===== src/hdl/ndcc_pkg.sv =====
package ndcc_pkg;

   localparam int STACK_DEPTH_DEFAULT = 32;

   localparam int CHAR_W    = 16;
   localparam int CLASS_W   = 3;
   localparam int DEPTH_W   = 6;
   localparam int CSR_IDX_W = 2;

   localparam logic [CHAR_W-1:0] OPEN_CHAR_RESET  = 16'd91;
   localparam logic [CHAR_W-1:0] CLOSE_CHAR_RESET = 16'd93;
   localparam logic [CHAR_W-1:0] CORE_CHAR_RESET  = 16'd126;

   localparam logic [CSR_IDX_W-1:0] CSR_OPEN_CHAR  = 2'd0;
   localparam logic [CSR_IDX_W-1:0] CSR_CLOSE_CHAR = 2'd1;
   localparam logic [CSR_IDX_W-1:0] CSR_CORE_CHAR  = 2'd2;

   typedef enum logic [1:0] {
      TOK_OPEN   = 2'd0,
      TOK_CDELIM = 2'd1,
      TOK_CORE   = 2'd2
   } tok_type;

   typedef enum logic [CLASS_W-1:0] {
      CLS_PAD_DELIM  = 3'd0,
      CLS_CORE_DELIM = 3'd1,
      CLS_PREFIX     = 3'd2,
      CLS_CORE_TEXT  = 3'd3,
      CLS_POSTFIX    = 3'd4,
      CLS_PLAIN      = 3'd5
   } class_type;

   typedef enum logic {
      ST_IDLE = 1'b0,
      ST_EXEC = 1'b1
   } state_type;

endpackage


===== src/hdl/nested_delimiter_char_classifier.sv =====
// Channel | Direction | Handshake               | Word
// --------+-----------+-------------------------+-------------------------------------
// req     | in        | req_valid / req_stall   | req_ch[15:0], req_clear
// rsp     | out       | rsp_valid / rsp_stall   | rsp_char_class[2:0], rsp_depth[5:0],
//         |           |                         | rsp_overflow
// csr     | in        | csr_valid / csr_ready   | csr_index[1:0], csr_wdata[15:0]
//
// The stack memory is read at the accepting edge; the update (and any push
// write) is made from the EXEC state once the output register is free.
// Reset empties the stack by clearing the count and open-pad pointer; the
// memory itself is not cleared and needs no clearing pass.
// A new word is taken while a result waits on rsp; that word then holds in
// the update cycle until the output register frees.
// csr_ready is always high; write registers only while the block is idle.
module nested_delimiter_char_classifier #(
   parameter int STACK_DEPTH = ndcc_pkg::STACK_DEPTH_DEFAULT
) (
   input  logic                              clock,
   input  logic                              reset,
   input  logic                              req_valid,
   output logic                              req_stall,
   input  logic [ndcc_pkg::CHAR_W-1:0]       req_ch,
   input  logic                              req_clear,
   output logic                              rsp_valid,
   input  logic                              rsp_stall,
   output logic [ndcc_pkg::CLASS_W-1:0]      rsp_char_class,
   output logic [ndcc_pkg::DEPTH_W-1:0]      rsp_depth,
   output logic                              rsp_overflow,
   input  logic                              csr_valid,
   output logic                              csr_ready,
   input  logic [ndcc_pkg::CSR_IDX_W-1:0]    csr_index,
   input  logic [ndcc_pkg::CHAR_W-1:0]       csr_wdata
);

   localparam int AW    = $clog2(STACK_DEPTH);
   localparam int CW    = $clog2(STACK_DEPTH + 1);
   localparam int ENT_W = 2 + CW;

   // entry: token below this one, open-pad pointer before this push
   logic [ENT_W-1:0] stack_mem [STACK_DEPTH];

   ndcc_pkg::state_type state_ff, state_in;
   logic [CW-1:0]       count_ff, count_in;
   logic [CW-1:0]       open_top_ff, open_top_in;
   ndcc_pkg::tok_type   top_ff, top_in;

   logic [ndcc_pkg::CHAR_W-1:0] open_char_ff, close_char_ff, core_char_ff;
   logic [ndcc_pkg::CHAR_W-1:0] ch_ff;
   logic                        clear_ff;
   logic [ENT_W-1:0]            rd_ff;

   logic                          rsp_valid_ff, rsp_valid_in;
   ndcc_pkg::class_type           cls_ff, cls_in;
   logic [ndcc_pkg::DEPTH_W-1:0]  depth_ff, depth_in;
   logic                          ovf_ff, ovf_in;

   logic             accept;
   logic             go;
   logic [CW-1:0]    eff_count;
   logic [CW-1:0]    eff_open;
   logic             full;
   logic             wr_en;
   logic [AW-1:0]    wr_addr;
   logic [ENT_W-1:0] wr_data;
   logic [AW-1:0]    rd_addr;
   ndcc_pkg::tok_type rd_below;
   logic [CW-1:0]    rd_prev;

   assign req_stall = (state_ff != ndcc_pkg::ST_IDLE);
   assign accept    = req_valid && !req_stall;
   assign go        = (state_ff == ndcc_pkg::ST_EXEC) && !(rsp_valid_ff && rsp_stall);
   assign csr_ready = 1'b1;

   assign rd_addr  = AW'(open_top_ff - 1'b1);
   assign rd_below = ndcc_pkg::tok_type'(rd_ff[ENT_W-1:CW]);
   assign rd_prev  = rd_ff[CW-1:0];

   assign rsp_valid      = rsp_valid_ff;
   assign rsp_char_class = cls_ff;
   assign rsp_depth      = depth_ff;
   assign rsp_overflow   = ovf_ff;

   always_comb begin
      state_in = state_ff;
      case (state_ff)
         ndcc_pkg::ST_IDLE: begin
            if (accept) begin
               state_in = ndcc_pkg::ST_EXEC;
            end
         end
         ndcc_pkg::ST_EXEC: begin
            if (go) begin
               state_in = ndcc_pkg::ST_IDLE;
            end
         end
         default: state_in = ndcc_pkg::ST_IDLE;
      endcase
   end

   always_comb begin
      eff_count = clear_ff ? '0 : count_ff;
      eff_open  = clear_ff ? '0 : open_top_ff;
      full      = (eff_count == CW'(STACK_DEPTH));

      count_in    = eff_count;
      open_top_in = eff_open;
      top_in      = top_ff;
      ovf_in      = 1'b0;
      wr_en       = 1'b0;
      wr_addr     = eff_count[AW-1:0];
      wr_data     = {top_ff, eff_open};
      cls_in      = ndcc_pkg::CLS_PLAIN;

      if (ch_ff == open_char_ff) begin
         cls_in = ndcc_pkg::CLS_PAD_DELIM;
         if (full) begin
            ovf_in = 1'b1;
         end else begin
            wr_en       = 1'b1;
            count_in    = CW'(eff_count + 1'b1);
            open_top_in = CW'(eff_count + 1'b1);
            top_in      = ndcc_pkg::TOK_OPEN;
         end
      end else if (ch_ff == close_char_ff) begin
         cls_in = ndcc_pkg::CLS_PAD_DELIM;
         // cut at the innermost open pad, drop it and all above
         if (eff_open != '0) begin
            count_in    = CW'(eff_open - 1'b1);
            open_top_in = rd_prev;
            top_in      = rd_below;
         end
      end else if (ch_ff == core_char_ff) begin
         cls_in = ndcc_pkg::CLS_CORE_DELIM;
         if ((eff_count != '0) && (top_ff == ndcc_pkg::TOK_CDELIM)) begin
            top_in = ndcc_pkg::TOK_CORE;
         end else if (full) begin
            ovf_in = 1'b1;
         end else begin
            wr_en    = 1'b1;
            count_in = CW'(eff_count + 1'b1);
            top_in   = ndcc_pkg::TOK_CDELIM;
         end
      end else if (eff_count == '0) begin
         cls_in = ndcc_pkg::CLS_PLAIN;
      end else begin
         case (top_ff)
            ndcc_pkg::TOK_OPEN:   cls_in = ndcc_pkg::CLS_PREFIX;
            ndcc_pkg::TOK_CDELIM: cls_in = ndcc_pkg::CLS_CORE_TEXT;
            default:              cls_in = ndcc_pkg::CLS_POSTFIX;
         endcase
      end

      depth_in = ndcc_pkg::DEPTH_W'(count_in);
   end

   always_comb begin
      if (go) begin
         rsp_valid_in = 1'b1;
      end else if (rsp_valid_ff && !rsp_stall) begin
         rsp_valid_in = 1'b0;
      end else begin
         rsp_valid_in = rsp_valid_ff;
      end
   end

   always_ff @(posedge clock) begin
      if (reset) begin
         state_ff      <= ndcc_pkg::ST_IDLE;
         count_ff      <= '0;
         open_top_ff   <= '0;
         top_ff        <= ndcc_pkg::TOK_OPEN;
         rsp_valid_ff  <= 1'b0;
         open_char_ff  <= ndcc_pkg::OPEN_CHAR_RESET;
         close_char_ff <= ndcc_pkg::CLOSE_CHAR_RESET;
         core_char_ff  <= ndcc_pkg::CORE_CHAR_RESET;
      end else begin
         state_ff     <= state_in;
         rsp_valid_ff <= rsp_valid_in;
         if (go) begin
            count_ff    <= count_in;
            open_top_ff <= open_top_in;
            top_ff      <= top_in;
         end
         if (csr_valid && csr_ready) begin
            case (csr_index)
               ndcc_pkg::CSR_OPEN_CHAR:  open_char_ff  <= csr_wdata;
               ndcc_pkg::CSR_CLOSE_CHAR: close_char_ff <= csr_wdata;
               ndcc_pkg::CSR_CORE_CHAR:  core_char_ff  <= csr_wdata;
               default: ;
            endcase
         end
      end
   end

   // hold the word and fetch the innermost open-pad entry
   always_ff @(posedge clock) begin
      if (accept) begin
         ch_ff    <= req_ch;
         clear_ff <= req_clear;
         rd_ff    <= stack_mem[rd_addr];
      end
   end

   always_ff @(posedge clock) begin
      if (go && wr_en) begin
         stack_mem[wr_addr] <= wr_data;
      end
   end

   always_ff @(posedge clock) begin
      if (go) begin
         cls_ff   <= cls_in;
         depth_ff <= depth_in;
         ovf_ff   <= ovf_in;
      end
   end

endmodule

===== config.mk =====
export PLATFORM = sky130hd
export DESIGN_NAME = nested_delimiter_char_classifier
export DESIGN_NICKNAME = d
export VERILOG_FILES = /design/src/hdl/ndcc_pkg.sv /design/src/hdl/nested_delimiter_char_classifier.sv
export SDC_FILE = /design/constraint.sdc
export NUM_CORES = 1
export LEC_CHECK = 0
export BUFFER_PORTS_ARGS = -buffer_cell sky130_fd_sc_hd__buf_2
export CORE_ASPECT_RATIO = 1.2
export CORE_MARGIN = 4
export CORE_UTILIZATION = 62
export DETAILED_ROUTE_END_ITERATION = 8
export PLACE_DENSITY = 0.79
export SETUP_SLACK_MARGIN = 0.02
export SLEW_MARGIN = 30
export SYNTH_ARGS = -nofsm -noshare
export SYNTH_HDL_FRONTEND = slang
export SYNTH_SLANG_ARGS = --single-unit

===== constraint.sdc =====
create_clock -name clock -period 4.03 [get_ports clock]
set_clock_uncertainty 0.2 [all_clocks]
set_input_delay 0.403 -clock clock [delete_from_list [all_inputs] [get_ports clock]]
set_output_delay 0.403 -clock clock [all_outputs]
set_load 0.01 [all_outputs]

==> flow_metrics.py <==
metrics = {
    "timing": {
        "max-slew-margin-rel": 0.3681,
        "setup_viol": 0,
        "tightest_slew_ps": 939.2,
        "timing.hold.ws_ps": -1.125,
        "hold_violations": 1,
        "tns_ps": 0,
        "min_period_over_period": 0.8171,
        "max_freq_ghz": 0.3037,
        "drv_slew": 0,
        "grt_setup_unrepaired": "no",
        "fin_crit_ps": 3293,
    },
    "setup_path": {
        "worstSetupStartpointType": "flip-flop",
        "path_common_cell": "buf_4",
        "critPathMaxStageDelay_ps": 420,
        "path_max_fanout": 18,
        "reg2reg_slack_ps": 740,
        "critical_path_buf_inv_count": 3,
        "r2r-end": "count_ff[1]",
        "crit_family": "buffers and inverters",
        "critPathKind": "flip-flop to flip-flop",
        "slowest_stage": "a311oi_1",
        "rr_worst_depth": 10,
        "crit_chain": "buf_4 -> inv_1 -> nand2_1 -> ha_1 -> nand4_1 -> buf_4 -> or2_0 -> a21oi_1 -> o21ai_0 -> a311oi_1",
        "cp-startpoint": "clear_ff",
        "worstSetupEndpoint": "count_ff[1]",
        "required_ps": 4230,
        "crit_arrival_ps": 3490,
        "crit_path_end_kind": "flip-flop",
        "r2r-start": "clear_ff",
        "crit_cells": 10,
    },
    "placed_design": {
        "dp_cells": 1360,
        "post-dp-hpwl_um": 20800,
        "io_buffers": 51,
        "place_congestion": 0.9448,
        "postPlaceCellArea_um2": 15740,
    },
    "global_route": {
        "grt_pass1_wl_um": 52870,
        "antenna_found_initial": 0,
        "grt_max_degree": 68,
        "grt_pass1_vias": 9400,
        "grt.total_usage": 0.2628,
        "grt_overflow": 0,
    },
    "run_status": {
        "status": "finished with violations",
        "failed_checks": "negative hold slack",
    },
    "detailed_routing": {
        "wl_per_cell_um": 23.60,
        "drt_iter0_drc": 1069,
        "drc": 0,
        "routed_wirelength_um": 34320,
        "routed_via_density": 6.327,
        "ant_nets": 0,
        "dr.pass1.iters": 5,
        "vias": 9199,
    },
    "floorplan": {
        "die_h_um": 177.7,
        "io_pins": 53,
        "rows": 61,
        "core-area_um2": 23430,
        "start_util": 0.6351,
        "fp.dieArea_um2": 26550,
        "die_x_um": 149.4,
    },
    "clock_network": {
        "cts_tree": "done",
        "ctsResizeCount": 0,
        "cts_num_sinks": 355,
        "clk_pin_slew_ps": 70,
        "cts_made_buffers": 35,
        "ctsHtreeMaxLevel": 2,
        "clk_path_buf_depth": 3,
        "clockRootBuffer": "clkbuf_16",
        "clkLatencyLatePin_ps": 530,
    },
    "pwr": {
        "vdd_drop_max_v": 0.0003696,
        "leakage_uw": 0.006261,
        "p_per_area_nw_per_um2": 453.3,
        "power.total_uw": 7815,
    },
    "finish": {
        "antennaDiodeCount": 0,
        "syn2layout_area_growth_pct": 15.85,
        "final_area_um2": 17240,
        "seq_area_um2": 10020,
        "stdcell_count": 1454,
        "n_fill_cell": 1376,
        "multiInputGateArea_um2": 4608,
        "nets": 1162,
        "layout-drive-gt1-share": 0.2327,
    },
    "yosys": {
        "seq_area_frac_synth": 0.6733,
        "synth_nets": 1042,
        "synthesis.area_um2": 14880,
        "synth_seq_cells": 355,
        "synth-async-reset-ratio": 0,
        "yosys_warnings": 0,
        "synthFlopType": "edfxtp_1",
        "synth_edf_count": 291,
        "syn_inst": 996,
        "yosysUniqueCellTypes": 61,
        "syn_area_per_cell_um2": 14.94,
    },
    "worst_hold_path": {
        "min_from": "req_valid",
        "hp-class": "input port to flip-flop",
    },
    "flow_run": {
        "maxCapViolCount": 0,
    },
}
==> routing by layer <==
layer,vias up,GRT usage,routed length [µm]
li1,4006,-,-
met1,4584,0.3420,12970
met2,489,0.4585,17630
met3,120,0.03908,2443
met4,0,0.08585,1277
met5,-,0,0
==> where the power goes <==
| group | switching [µW] | internal [µW] |
|---|---|---|
| registers | 43.7 | 4000 |
| clock network | 1350 | 1950 |
| logic | 286 | 189 |
| total | 1680 | 6130 |
==> layout by cell type, fill, tap and decap left out, types with 20 or more instances in the layout <==
cell type / n
a21oi_1: 53
edfxtp_1: 291
xnor2_1: 35
buf_4: 53
dlygate4sd3_1: 34
buf_2: 50
nand3b_1: 20
clkbuf_16: 35
nor2_1: 70
mux4_2: 64
mux2i_1: 21
nand2_1: 135
dfxtp_1: 63
==> metrics by stage <==
step,worst slack (ps),util,hold slack (ps)
floorplan,775.7,-,248.1
CTS,817.0,0.7354,1.058
detailed placement,833.1,0.6717,260.7
finish,737.2,0.7357,-1.125
global route,621.2,0.7357,26.21
global placement,976.6,0.6716,255.0
==> worst min-delay path by stage <==
stage / end / slack, ps / cells after the start
after floorplan: close_char_ff[10] / 250 / 2
after global placement: core_char_ff[15] / 260 / 2
after detailed placement: close_char_ff[12] / 260 / 2
after CTS: req_stall / 1 / 3
after global routing: req_stall / 30 / 3
final: req_stall / -1 / 3
==> cells by family (layout without fill, tap and decap cells) <==
group	after synthesis	after routing	share of synthesized area
muxes	103	103	0.1246
xor gates and xnor gates	55	55	0.03237
DFF	355	355	0.6733
adders and majority gates	6	6	0.005045
AOI/OAI and AO/OA	119	119	0.05129
other	1	1	0.0002520
buffers and inverters	69	212	0.02001
and+or+nand+nor	288	288	0.09308
==> worst reg2reg max path, cell delays in order, from the launching register on <==
cell and delay [ps]:
edfxtp_1 340, buf_4 250, inv_1 270, nand2_1 260
ha_1 240, nand4_1 280, buf_4 300, or2_0 230
a21oi_1 190, o21ai_0 200, a311oi_1 420
==> registers in the layout (all words and copies together), names as in the netlist <==
register,count
stack_mem,256
req_stall,1
rsp_valid,1
top_ff,2
count_ff,6
open_char_ff,16
rsp_depth,6
close_char_ff,16
core_char_ff,16
open_top_ff,6
rd_ff,8
rsp_overflow,1
rsp_char_class,3
clear_ff,1
ch_ff,16
==> layout make-up <==
class | count | share of cell area
multi-input combinational | 572 | 0.2673
tap | 315 | 0.02286
sequential | 355 | 0.5814
timing repair buffer | 138 | 0.05850
clock buffer | 41 | 0.05269
clock inverter | 19 | 0.01415
inverter | 14 | 0.003048
==> what timing repair did <==
action	CTS	global route
setup endpoints to repair	0	0
hold buffers	34	0
setup buffers	0	0
hold endpoints to repair	64	0
==> synth_stat cells, drive strengths merged, types with 3 or more instances <==
cell type / number / area share
edfxtp: 291 / 0.59
nand2: 135 / 0.034
nor2: 71 / 0.018
dfxtp: 64 / 0.086
mux4: 64 / 0.097
a21oi: 53 / 0.018
xnor2: 35 / 0.021
clkbuf: 32 / 0.0081
buf: 23 / 0.0084
mux2i: 21 / 0.014
nand3b: 20 / 0.010
xor2: 20 / 0.012
mux2: 18 / 0.014
o21ai: 18 / 0.0061
inv: 14 / 0.0035
nand4: 14 / 0.0089
o211ai: 10 / 0.0050
nand2b: 8 / 0.0034
a211oi: 7 / 0.0035
nand3: 7 / 0.0027
nor4: 7 / 0.0044
ha: 6 / 0.0050
nor3: 6 / 0.0020
a311oi: 5 / 0.0029
a31oi: 5 / 0.0021
or3: 5 / 0.0021
nor2b: 4 / 0.0022
and3: 3 / 0.0013
o31ai: 3 / 0.0018
Power figures use the tool's default switching activity.
